### config.mk
export PLATFORM = sky130hd
export DESIGN_NAME = osc_directory_sequence_extractor_unit
export DESIGN_NICKNAME = d
export VERILOG_FILES = /design/src/rtl/osde_pkg.sv /design/src/rtl/osde_step.sv /design/src/rtl/osde_result_buf.sv /design/src/rtl/osc_directory_sequence_extractor_unit.sv
export SDC_FILE = /design/constraint.sdc
export NUM_CORES = 1
export LEC_CHECK = 0
export BUFFER_PORTS_ARGS = -buffer_cell sky130_fd_sc_hd__buf_2
export CORE_MARGIN = 5
export CORE_UTILIZATION = 50
export CTS_CLUSTER_DIAMETER = 120
export DETAILED_ROUTE_END_ITERATION = 6
export PLACE_DENSITY = 0.71
export SYNTH_ARGS = -nofsm -noshare
export SYNTH_HDL_FRONTEND = slang
export SYNTH_SLANG_ARGS = --single-unit
### constraint.sdc
create_clock -name i_clk -period 20.9 [get_ports i_clk]
set_clock_uncertainty 0.1 [all_clocks]
set_input_delay 3.135 -clock i_clk [delete_from_list [all_inputs] [get_ports i_clk]]
set_output_delay 3.135 -clock i_clk [all_outputs]
set_load 0.05 [all_outputs]
### src/rtl/osde_pkg.sv
package osde_pkg;

    localparam int UnitBits = 16;

    localparam logic [UnitBits-1:0] ChEsc    = 16'h001B;
    localparam logic [UnitBits-1:0] ChBel    = 16'h0007;
    localparam logic [UnitBits-1:0] ChBslash = 16'h005C;

    localparam logic [2:0] InValue = 3'd6;

    localparam logic [15:0] LimitReset = 16'd32768;

    localparam logic [1:0] KindValue   = 2'd0;
    localparam logic [1:0] KindEnd     = 2'd1;
    localparam logic [1:0] KindAbandon = 2'd2;

    localparam int ResultDepth = 4;

    typedef struct packed {
        logic [2:0]          matched;
        logic                esc;
        logic [15:0]         count;
    } t_state;

    typedef struct packed {
        logic [UnitBits-1:0] value;
        logic [1:0]          kind;
        logic                last;
    } t_result;

    // Expected unit at each position of the prefix ESC ] 9 ; 9 ;.
    function automatic logic [UnitBits-1:0] prefix_unit(input logic [2:0] pos);
        logic [UnitBits-1:0] u;
        unique case (pos)
            3'd0:    u = 16'h001B;
            3'd1:    u = 16'h005D;
            3'd2:    u = 16'h0039;
            3'd3:    u = 16'h003B;
            3'd4:    u = 16'h0039;
            3'd5:    u = 16'h003B;
            default: u = '0;
        endcase
        return u;
    endfunction

    // One step of the prefix matcher. A mismatching ESC restarts the match at one.
    function automatic t_state scan_unit(input logic [2:0] m_in, input logic [UnitBits-1:0] c);
        t_state      s;
        logic [2:0]  m;
        m = (m_in >= InValue) ? 3'd0 : m_in;
        if (c == prefix_unit(m)) begin
            m = m + 3'd1;
        end else if (c == ChEsc) begin
            m = 3'd1;
        end else begin
            m = 3'd0;
        end
        s.matched = m;
        s.esc     = 1'b0;
        s.count   = {13'd0, m};
        return s;
    endfunction

endpackage

### src/rtl/osde_step.sv
module osde_step
    import osde_pkg::*;
(
    input  t_state              i_state,
    input  logic [UnitBits-1:0] i_unit,
    input  logic [15:0]         i_limit,
    output t_state              o_state,
    output logic [1:0]          o_nres,
    output t_result             o_res0,
    output t_result             o_res1
);

    always_comb begin
        t_state      st;
        t_result     r0;
        t_result     r1;
        t_result     rn;
        logic [1:0]  nres;
        logic        done;
        logic [16:0] next_cnt;

        st       = i_state;
        r0       = '0;
        r1       = '0;
        rn       = '0;
        nres     = 2'd0;
        done     = 1'b0;
        next_cnt = '0;

        if (st.matched != InValue) begin
            st = scan_unit(st.matched, i_unit);
        end else begin
            if (st.esc) begin
                st.esc   = 1'b0;
                next_cnt = {1'b0, st.count} + 17'd1;
                if (i_unit == ChBslash) begin
                    r0.kind = KindEnd;
                    nres    = 2'd1;
                    st      = '0;
                    done    = 1'b1;
                end else if (next_cnt > {1'b0, i_limit}) begin
                    r0.kind = KindAbandon;
                    nres    = 2'd1;
                    st      = scan_unit(3'd0, i_unit);
                    done    = 1'b1;
                end else begin
                    st.count = next_cnt[15:0];
                    r0.value = ChEsc;
                    r0.kind  = KindValue;
                    nres     = 2'd1;
                end
            end

            if (!done) begin
                next_cnt = {1'b0, st.count} + 17'd1;
                rn       = '0;
                if (i_unit == ChBel) begin
                    rn.kind = KindEnd;
                    st      = '0;
                end else if (i_unit == ChEsc) begin
                    st.esc = 1'b1;
                end else if (next_cnt > {1'b0, i_limit}) begin
                    rn.kind = KindAbandon;
                    st      = scan_unit(3'd0, i_unit);
                end else begin
                    st.count = next_cnt[15:0];
                    rn.value = i_unit;
                    rn.kind  = KindValue;
                end
                // Every branch but a held ESC gives one more result.
                if (!(i_unit == ChEsc && i_unit != ChBel)) begin
                    if (nres == 2'd0) begin
                        r0 = rn;
                    end else begin
                        r1 = rn;
                    end
                    nres = nres + 2'd1;
                end
            end
        end

        if (nres == 2'd1) begin
            r0.last = 1'b1;
        end
        if (nres == 2'd2) begin
            r1.last = 1'b1;
        end

        o_state = st;
        o_nres  = nres;
        o_res0  = r0;
        o_res1  = r1;
    end

endmodule

### src/rtl/osde_result_buf.sv
module osde_result_buf
    import osde_pkg::*;
(
    input  logic       i_clk,
    input  logic       i_rst_n,
    input  logic [1:0] i_push_n,
    input  t_result    i_res0,
    input  t_result    i_res1,
    output logic       o_space,
    output logic       o_valid,
    output t_result    o_res,
    input  logic       i_pop,
    output logic [$clog2(ResultDepth):0] o_count
);

    localparam int PtrBits = $clog2(ResultDepth);

    t_result              r_mem [ResultDepth];
    logic [PtrBits-1:0]   r_wr_ptr;
    logic [PtrBits-1:0]   r_rd_ptr;
    logic [PtrBits:0]     r_count;
    logic [PtrBits-1:0]   n_wr_ptr;
    logic [PtrBits-1:0]   n_rd_ptr;
    logic [PtrBits:0]     n_count;
    logic                 w_pop;
    logic [PtrBits-1:0]   w_wr_ptr1;

    assign w_pop     = i_pop && (r_count != '0);
    assign w_wr_ptr1 = r_wr_ptr + PtrBits'(1);

    always_comb begin
        n_wr_ptr = r_wr_ptr + PtrBits'(i_push_n);
        n_rd_ptr = r_rd_ptr + PtrBits'(w_pop);
        n_count  = r_count + (PtrBits + 1)'(i_push_n) - (PtrBits + 1)'(w_pop);
    end

    always_ff @(posedge i_clk) begin
        if (!i_rst_n) begin
            r_wr_ptr <= '0;
            r_rd_ptr <= '0;
            r_count  <= '0;
        end else begin
            r_wr_ptr <= n_wr_ptr;
            r_rd_ptr <= n_rd_ptr;
            r_count  <= n_count;
        end
    end

    always_ff @(posedge i_clk) begin
        if (i_push_n != 2'd0) begin
            r_mem[r_wr_ptr] <= i_res0;
        end
        if (i_push_n == 2'd2) begin
            r_mem[w_wr_ptr1] <= i_res1;
        end
    end

    // Room for the two results that one request can cause.
    assign o_space = (r_count <= (PtrBits + 1)'(ResultDepth - 2));
    assign o_valid = (r_count != '0);
    assign o_res   = r_mem[r_rd_ptr];
    assign o_count = r_count;

endmodule

### src/rtl/osc_directory_sequence_extractor_unit.sv
// Directory sequence extractor.
// Input stream (s_axis): one 16-bit terminal code unit per request. The block
// watches for the prefix ESC ] 9 ; 9 ; and then streams each value unit out.
// Output stream (m_axis): tdata carries the value unit, tuser the kind
// (0 value unit, 1 end of value, 2 abandoned on overflow), tlast marks the
// final result caused by one input request. An input request gives zero, one
// or two results.
// Results of a request are written to the result buffer at the clock edge that
// accepts it. One request is taken every cycle as long as the four-entry result
// buffer has room for two results; the sustained rate is one request per
// cycle when each causes at most one result, and set by the single output
// port otherwise.
// When the receiver stalls, results wait in the buffer and s_axis_tready
// drops once fewer than two entries are free; nothing is lost.
// Reset (synchronous, active low) empties the buffer, returns the matcher to
// scanning and sets pending_limit (APB, byte address 0) to 32768.
module osc_directory_sequence_extractor_unit
    import osde_pkg::*;
#(
    parameter int UNIT_WIDTH = 16
) (
    input  logic        i_clk,
    input  logic        i_rst_n,
    input  logic        s_axis_tvalid,
    output logic        s_axis_tready,
    input  logic [15:0] s_axis_tdata,   // [15:0] code_unit
    output logic        m_axis_tvalid,
    input  logic        m_axis_tready,
    output logic [15:0] m_axis_tdata,   // [15:0] value_unit
    output logic [1:0]  m_axis_tuser,   // [1:0] kind
    output logic        m_axis_tlast,
    input  logic        psel,
    input  logic        penable,
    input  logic        pwrite,
    input  logic [2:0]  paddr,
    input  logic [31:0] pwdata,
    output logic [31:0] prdata,
    output logic        pready
);

    localparam logic [UnitBits-1:0] UnitMask = (UNIT_WIDTH >= UnitBits) ? {UnitBits{1'b1}}
        : UnitBits'((33'd1 << UNIT_WIDTH) - 33'd1);

    t_state              r_state;
    t_state              n_state;
    logic [15:0]         r_limit;
    logic [UnitBits-1:0] w_unit;
    logic [1:0]          w_nres;
    t_result             w_res0;
    t_result             w_res1;
    t_result             w_out;
    logic                w_space;
    logic                w_accept;
    logic [1:0]          w_push_n;
    logic [$clog2(ResultDepth):0] w_count;

    assign pready = 1'b1;
    assign prdata = (paddr[2] == 1'b0) ? {16'd0, r_limit} : 32'd0;

    always_ff @(posedge i_clk) begin
        if (!i_rst_n) begin
            r_limit <= LimitReset;
        end else if (psel && penable && pwrite && pready && paddr[2] == 1'b0) begin
            r_limit <= pwdata[15:0];
        end
    end

    assign w_unit        = s_axis_tdata & UnitMask;
    assign s_axis_tready = w_space;
    assign w_accept      = s_axis_tvalid && s_axis_tready;
    assign w_push_n      = w_accept ? w_nres : 2'd0;

    osde_step u_step (
        .i_state (r_state),
        .i_unit  (w_unit),
        .i_limit (r_limit),
        .o_state (n_state),
        .o_nres  (w_nres),
        .o_res0  (w_res0),
        .o_res1  (w_res1)
    );

    always_ff @(posedge i_clk) begin
        if (!i_rst_n) begin
            r_state <= '0;
        end else if (w_accept) begin
            r_state <= n_state;
        end
    end

    osde_result_buf u_buf (
        .i_clk    (i_clk),
        .i_rst_n  (i_rst_n),
        .i_push_n (w_push_n),
        .i_res0   (w_res0),
        .i_res1   (w_res1),
        .o_space  (w_space),
        .o_valid  (m_axis_tvalid),
        .o_res    (w_out),
        .i_pop    (m_axis_tready),
        .o_count  (w_count)
    );

    assign m_axis_tdata = w_out.value;
    assign m_axis_tuser = w_out.kind;
    assign m_axis_tlast = w_out.last;

`ifndef SYNTHESIS
    a_accept_room: assert property (@(posedge i_clk) disable iff (!i_rst_n)
        w_accept |-> w_count <= ($clog2(ResultDepth) + 1)'(ResultDepth - 2))
        else $error("request accepted without room for two results");

    a_esc_in_value: assert property (@(posedge i_clk) disable iff (!i_rst_n)
        r_state.esc |-> r_state.matched == InValue)
        else $error("held ESC outside a value");

    a_scan_count: assert property (@(posedge i_clk) disable iff (!i_rst_n)
        r_state.matched != InValue |-> r_state.count == {13'd0, r_state.matched})
        else $error("pending count does not follow the prefix match while scanning");

    a_value_count: assert property (@(posedge i_clk) disable iff (!i_rst_n)
        r_state.matched == InValue |-> r_state.count >= 16'd6)
        else $error("pending count below prefix length inside a value");
`endif

endmodule

==> flow_summary_export.csv, run 1 <==
group,metric,value,unit
die,row_count,47,
synthesis,synth_area,8260,um2
layout,syn2layout_area_growth,11.8,%
die,io_pins,112,
setup_path,cp_max_fo,14,
global_routing,grt_max_degree,35,
routing,via_per_inst,5.81,
synthesis,yosysUniqueCellTypes,81,
die,start_util,50.3,%
layout,nets,1021,
global_routing,grt_pass1_wl,34.1,mm
setup_path,cp.arrival,9.23,ns
die,die_x,139,um
routing,routedWlPerCell,18.1,um
hold_path,hp-start,"r_limit[10]",
synthesis,synth_area_leaders,"edfxtp_1 (28%), dfxtp_1 (10%), ha_1 (6.1%), mux4_2 (5.2%), and2_1 (4.8%)",
die,core_area,16400,um2
global_routing,grt_pass1_vias,6514,
die,die_y,139,um
power_and_ir_drop,pwr_density_cell,79.2,nW/um2
sta,period_minus_slack,9.05,ns
global_routing,grt_usage,22.0,%
routing,ant_nets,0,
sta,finalHoldViolations,0,
synthesis,postSynthAreaPerCell,9.45,um2
setup_path,r2r_start,"r_state[0]",
setup_path,startpoint,"s_axis_tdata[11]",
run_status,status,"finished clean",
synthesis,async_reset_ff_share,0,%
synthesis,synth.ff_latch_count,119,
layout,post-route-util,56.3,%
place,placedCellCount,1123,
place,placed_area,8670,um2
sta,rsz0062_at_grt,"false",
layout,nFillCells,1479,
setup_path,critPathRequiredTime,21.08,ns
layout,final_cell_area,9230,um2
clocking,cts_buffers,17,
clocking,post_cts_resized,0,
layout,stdcell_count,1154,
synthesis,synth_most_common_cell,"nand2_1",
setup_path,r2r_setup_slack,12.37,ns
routing,drt_iter0_drc,597,
clocking,clockRootBuffer,"clkbuf_16",
clocking,post_cts_buffers,0,
synthesis,ys.flop_type,"edfxtp_1",
clocking,cts_num_sinks,119,
synthesis,synth_top_area_cell,"edfxtp_1",
synthesis,synth_top_area_share,27.6,%
die,die-area,19200,um2
power_and_ir_drop,p_total,0.731,mW
place,gp_congestion,0.916,
clocking,clk_latency,0.42,ns
setup_path,start_kind,"input port",
synthesis,synth_cells,874,
synthesis,synth_edf_count,76,
synthesis,ys_seq_area_share,38.1,%
place,hpwl,14.7,mm
clocking,clockBufferDepth,2,
clocking,clk_pin_slew,0.06,ns
global_routing,grt-ovfl-total,0,
power_and_ir_drop,power_leakage,3.47,nW
clocking,cts_tree,"built",
routing,wl,20.9,mm
synthesis,synthTopCellsByCount,"nand2_1 (96), edfxtp_1 (76), and2_1 (64), nor2_1 (50), dfxtp_1 (43)",
layout,diodes,0,
place,portBuffers,76,
sta,setup_viol,0,
flow_run,drv_cap,0,
sta,whs,0.361,ns
routing,drt-pass1-iter-count,5,
routing,drc,0,
global_routing,antenna_found_initial,0,
sta,max_slew_margin,24.3,%
power_and_ir_drop,peakVddDrop,75.3,uV
sta,worstMarginPinSlew,1.13,ns
setup_path,cp-end-kind,"register",
place,pre_cts_ws,11.43,ns
sta,post-route-period-util,43.3,%
hold_path,hp-class,"reg -> reg",
clocking,htreeDepth,4,
clocking,holdBufCountCts,0,
layout,drive_gt1_share,16.4,%
setup_path,worstSetupPathType,"in -> reg",
sta,maxSlewViolCount,0,
sta,fin_tns_setup,0,ns
sta,setup_slack,11.85,ns
routing,via_count,6701,
sta,fmax,0.111,GHz
synthesis,yosysWarnings,0,
[cell families (layout without fill, tap and decap cells)]
family	count (synthesis)	after routing	share of synthesized area, %
adders and majority gates	42	42	6.43
muxes	35	35	7.17
AOI/OAI and AO/OA	174	174	14.2
and+or+nand+nor	347	347	22.8
buffers and inverters	108	153	6.26
xor gates and xnor gates	47	47	4.99
DFF	119	119	38.1
other	2	17	0.0910
[routing by layer]
layer | GRT usage, % | wire length (um)
met5 | 0 | 0
met3 | 4.73 | 1420
met1 | 28.1 | 8640
met4 | 8.37 | 590
met2 | 36.7 | 10200
[final timing paths]
kind,end,cells after the start
worst min-delay path,r_limit[10],2
worst max-delay path,u_buf.r_mem[0][15],22
worst max register to register,u_buf.r_mem[0][15],26
worst min register to register,r_limit[10],2
[final cells by class]
cell class / count / area (um2) / share of cell area [%]
tap: 220 / 275 / 2.98
multi-input combinational: 662 / 4670 / 50.6
inverter: 39 / 146 / 1.59
clock buffer: 20 / 437 / 4.73
clock inverter: 11 / 126 / 1.37
timing repair buffer: 83 / 433 / 4.69
sequential: 119 / 3140 / 34.0
[worst max-delay path, cell delays in order]
cell	delay, ns
buf_2	0.13
or4_4	0.57
nor4_4	0.24
and2_1	0.54
inv_2	0.28
o21a_1	0.25
o211a_1	0.14
nor2_1	0.33
ha_1	0.23
inv_1	0.07
a211oi_1	0.19
buf_4	0.20
nand2_1	0.18
nor2_1	0.20
xor2_1	0.21
ha_1	0.29
a2111o_1	0.42
a21oi_1	0.12
a211oi_1	0.09
buf_4	0.18
nor4b_2	0.96
and2_1	0.25
[report_power, final]
| group | total (mW) | internal (mW) | switching (mW) |
|---|---|---|---|
| combinational | 0.178 | 0.0633 | 0.115 |
| clock | 0.283 | 0.175 | 0.108 |
| sequential | 0.269 | 0.256 | 0.0130 |
[flip-flops by register name, indices dropped and copies added, names as in the netlist]
name and flops:
u_buf.r_rd_ptr 2, u_buf.r_mem 76, r_state 20, u_buf.r_wr_ptr 2, u_buf.o_count 3, r_limit 16
[cell usage in the layout (no fill, tap or decap), types with 4 or more instances in the layout]
master     Yosys  routed
xnor2_1       25      25
a21o_1         8       8
conb_1         2      17
a22oi_1        4       4
nand3_1       27      27
nor3_1        24      24
mux2i_1       15      15
a21oi_1       32      32
buf_2          4      76
edfxtp_1      76      76
a211oi_1       7       7
o31ai_1        9       8
dfxtp_1       43      43
nor4_1         8       8
a41oi_1        4       4
clkbuf_16      0      17
o22ai_1        4       4
nor2b_1       11      11
a21boi_0      15      15
mux4_2        19      19
xor2_1        22      22
nand2_1       96      96
and2_1        64      64
nand3b_1       4       4
nor2_1        50      50
o211ai_1       7       7
o221ai_1       4       4
ha_1          40      40
and3_1        15      15
buf_4         19       7
a31oi_1       14      14
inv_1         38      38
nand2b_1       4       4
o21ai_1        5       5
o21ai_0       34      33
nand4_1       15      15
Note: power is estimated with default switching activity, not from simulation.
==> inputs of run 2 (changes only) <==
clock period = 8.5 ns   (was 20.9 ns; I/O delays follow)
==> run 2 against run 1 <==
Net effect: via count rose by 1.8%; combinational power grew to 2.5 times the previous value; routed wire length up 2.5%; flip-flop and latch count unchanged; die area did not move; global-route usage up 0.41 points.
==> flow_summary_export.csv, run 2 (synthesized netlist as in run 1, its figures left out) <==
group,metric,value,unit
clocking,cts_tree,"built",
routing,wl,21.4,mm
layout,nFillCells,1434,
setup_path,crit_family,"compound AO/OA/AOI/OAI gates",
setup_path,max_stage_delay,0.65,ns
setup_path,cpMaxStageDelayCell,"a2111oi_0",
layout,final_common_cell,"nand2_1",
hold_path,whs_path_depth,2,
die,core_area,16400,um2
routing,via_count,6822,
routing,wl_met2,10.5,mm
setup_path,timing.rr.end,"u_buf.r_mem[1][6]",
setup_path,cp_max_fo,11,
setup_path,worstSetupPathType,"reg -> reg",
layout,stdcell_count,1168,
global_routing,grt_max_degree,35,
sta,max_slew_margin,26.5,%
layout,top_regs,"u_buf.r_mem (76), r_state (20), r_limit (16)",
setup_path,start_kind,"register",
routing,drt_iter0_drc,621,
setup_path,r2r_start,"r_state[1]",
power_and_ir_drop,pwr_density_cell,197,nW/um2
sta,fmax,0.140,GHz
routing,drc,0,
layout,regArea,3140,um2
global_routing,grt_usage,22.4,%
layout,largest_register,"u_buf.r_mem",
flow_run,drv_cap,0,
clocking,holdBufCountCts,0,
sta,setup_viol,0,
clocking,post_cts_buffers,0,
hold_path,hold_end,"r_limit[1]",
global_routing,grt_pass1_vias,6580,
setup_path,critPathBufInv,3,
layout,multi_input_area,4670,um2
run_status,status,"finished clean",
routing,routedWlPerCell,18.3,um
sta,post-route-period-util,84.3,%
layout,syn2layout_area_growth,13.4,%
routing,wl_met3,1.50,mm
routing,drt-pass1-iter-count,5,
place,portBuffers,76,
sta,maxSlewViolCount,0,
clocking,clockRootBuffer,"clkbuf_16",
clocking,clk_latency,0.43,ns
setup_path,cp.arrival,7.32,ns
die,start_util,50.3,%
global_routing,grt-ovfl-total,0,
setup_path,critPathRequiredTime,8.66,ns
global_routing,antenna_found_initial,0,
clocking,cts_buffers,17,
die,row_count,47,
clocking,cts_num_sinks,119,
clocking,post_cts_resized,0,
layout,drive_gt1_share,17.9,%
clocking,clk_pin_slew,0.06,ns
hold_path,hp-start,"r_limit[1]",
layout,final_cell_mix,"nand2_1 (96), buf_2 (76), edfxtp_1 (76)",
hold_path,hp-class,"reg -> reg",
setup_path,r2r_cells,25,
clocking,clockBufferDepth,2,
layout,diodes,0,
setup_path,cp-end-kind,"register",
sta,fin_tns_setup,0,ns
sta,worstMarginPinSlew,1.10,ns
setup_path,r2r_setup_slack,1.34,ns
place,hpwl,15.2,mm
global_routing,grt_pass1_wl,34.5,mm
layout,largest_reg_flops,76,
place,gp_congestion,0.869,
routing,via_per_inst,5.84,
power_and_ir_drop,power_leakage,3.55,nW
power_and_ir_drop,peakVddDrop,136,uV
routing,ant_nets,0,
clocking,htreeDepth,4,
routing,dr.max_layer_used,"met4",
place,placedCellCount,1136,
sta,rsz0062_at_grt,"false",
layout,nets,1034,
routing,wl_met1,8.67,mm
die,io_pins,112,
sta,period_minus_slack,7.16,ns
sta,finalHoldViolations,0,
die,die-area,19200,um2
die,die_y,139,um
die,die_x,139,um
[run 2: changes by cell type in the layout (fill, tap and decap cells not counted), sizes merged]
cell and delta:
buf +13, inv +5, clkbuf -3, clkinvlp -1
[run 2: worst max-delay path by stage]
| stage | from | end | slack [ns] | depth (start not counted) |
|---|---|---|---|---|
| finish | r_state[1] | u_buf.r_mem[1][6] | 1.34 | 25 |
| global route | r_state[2] | r_state[8] | 0.87 | 25 |
| CTS | r_state[1] | r_state[8] | 1.46 | 25 |
| floorplan | r_state[0] | u_buf.r_mem[1][10] | 1.75 | 30 |
| global placement | r_state[1] | u_buf.r_mem[1][7] | 1.56 | 25 |
| detailed placement | r_state[1] | u_buf.r_mem[1][7] | 1.56 | 25 |
[run 2: report_power, final]
group	internal (mW)	switching, mW	total, mW	leakage, nW
registers	0.630	0.0272	0.657	0.975
logic	0.158	0.288	0.446	2.29
clock network	0.439	0.298	0.737	0.287
total	1.23	0.613	1.84	3.55
[run 2: final cells by class]
type / count / area share, %
multi-input cells: 662 / 49.9
flip-flops and latches: 119 / 33.6
repair buffers: 96 / 5.67
clock buffers: 17 / 4.55
well taps: 220 / 2.94
clock inverters: 15 / 1.79
inverters: 39 / 1.56
[run 2: metal layers]
metal,vias to the layer above,track usage [%]
met2,291,38.1
met5,-,0
met3,50,5.49
met4,0,9.57
met1,3208,27.2
li1,3273,-
[run 2: stage by stage]
stage / total power, mW / hold WS, ns / util [%] / setup slack [ns] / area, um2
finish: 1.84 / 0.363 / 57.0 / 1.34 / 9360
global route: 1.93 / 0.380 / 57.0 / 0.867 / 9360
CTS: 1.85 / 0.366 / 57.0 / 1.46 / 9360
detailed placement: 1.11 / 0.358 / 53.4 / 1.56 / 8770
global placement: 1.11 / 0.351 / 53.4 / 1.56 / 8770
floorplan: 1.03 / 0.343 / - / 1.75 / 8310
[run 2: tightest hold or removal path: stages, from the launching register on]
cell and delay [ns]:
dfxtp_1 0.31, nand2_1 0.04, a21boi_0 0.06
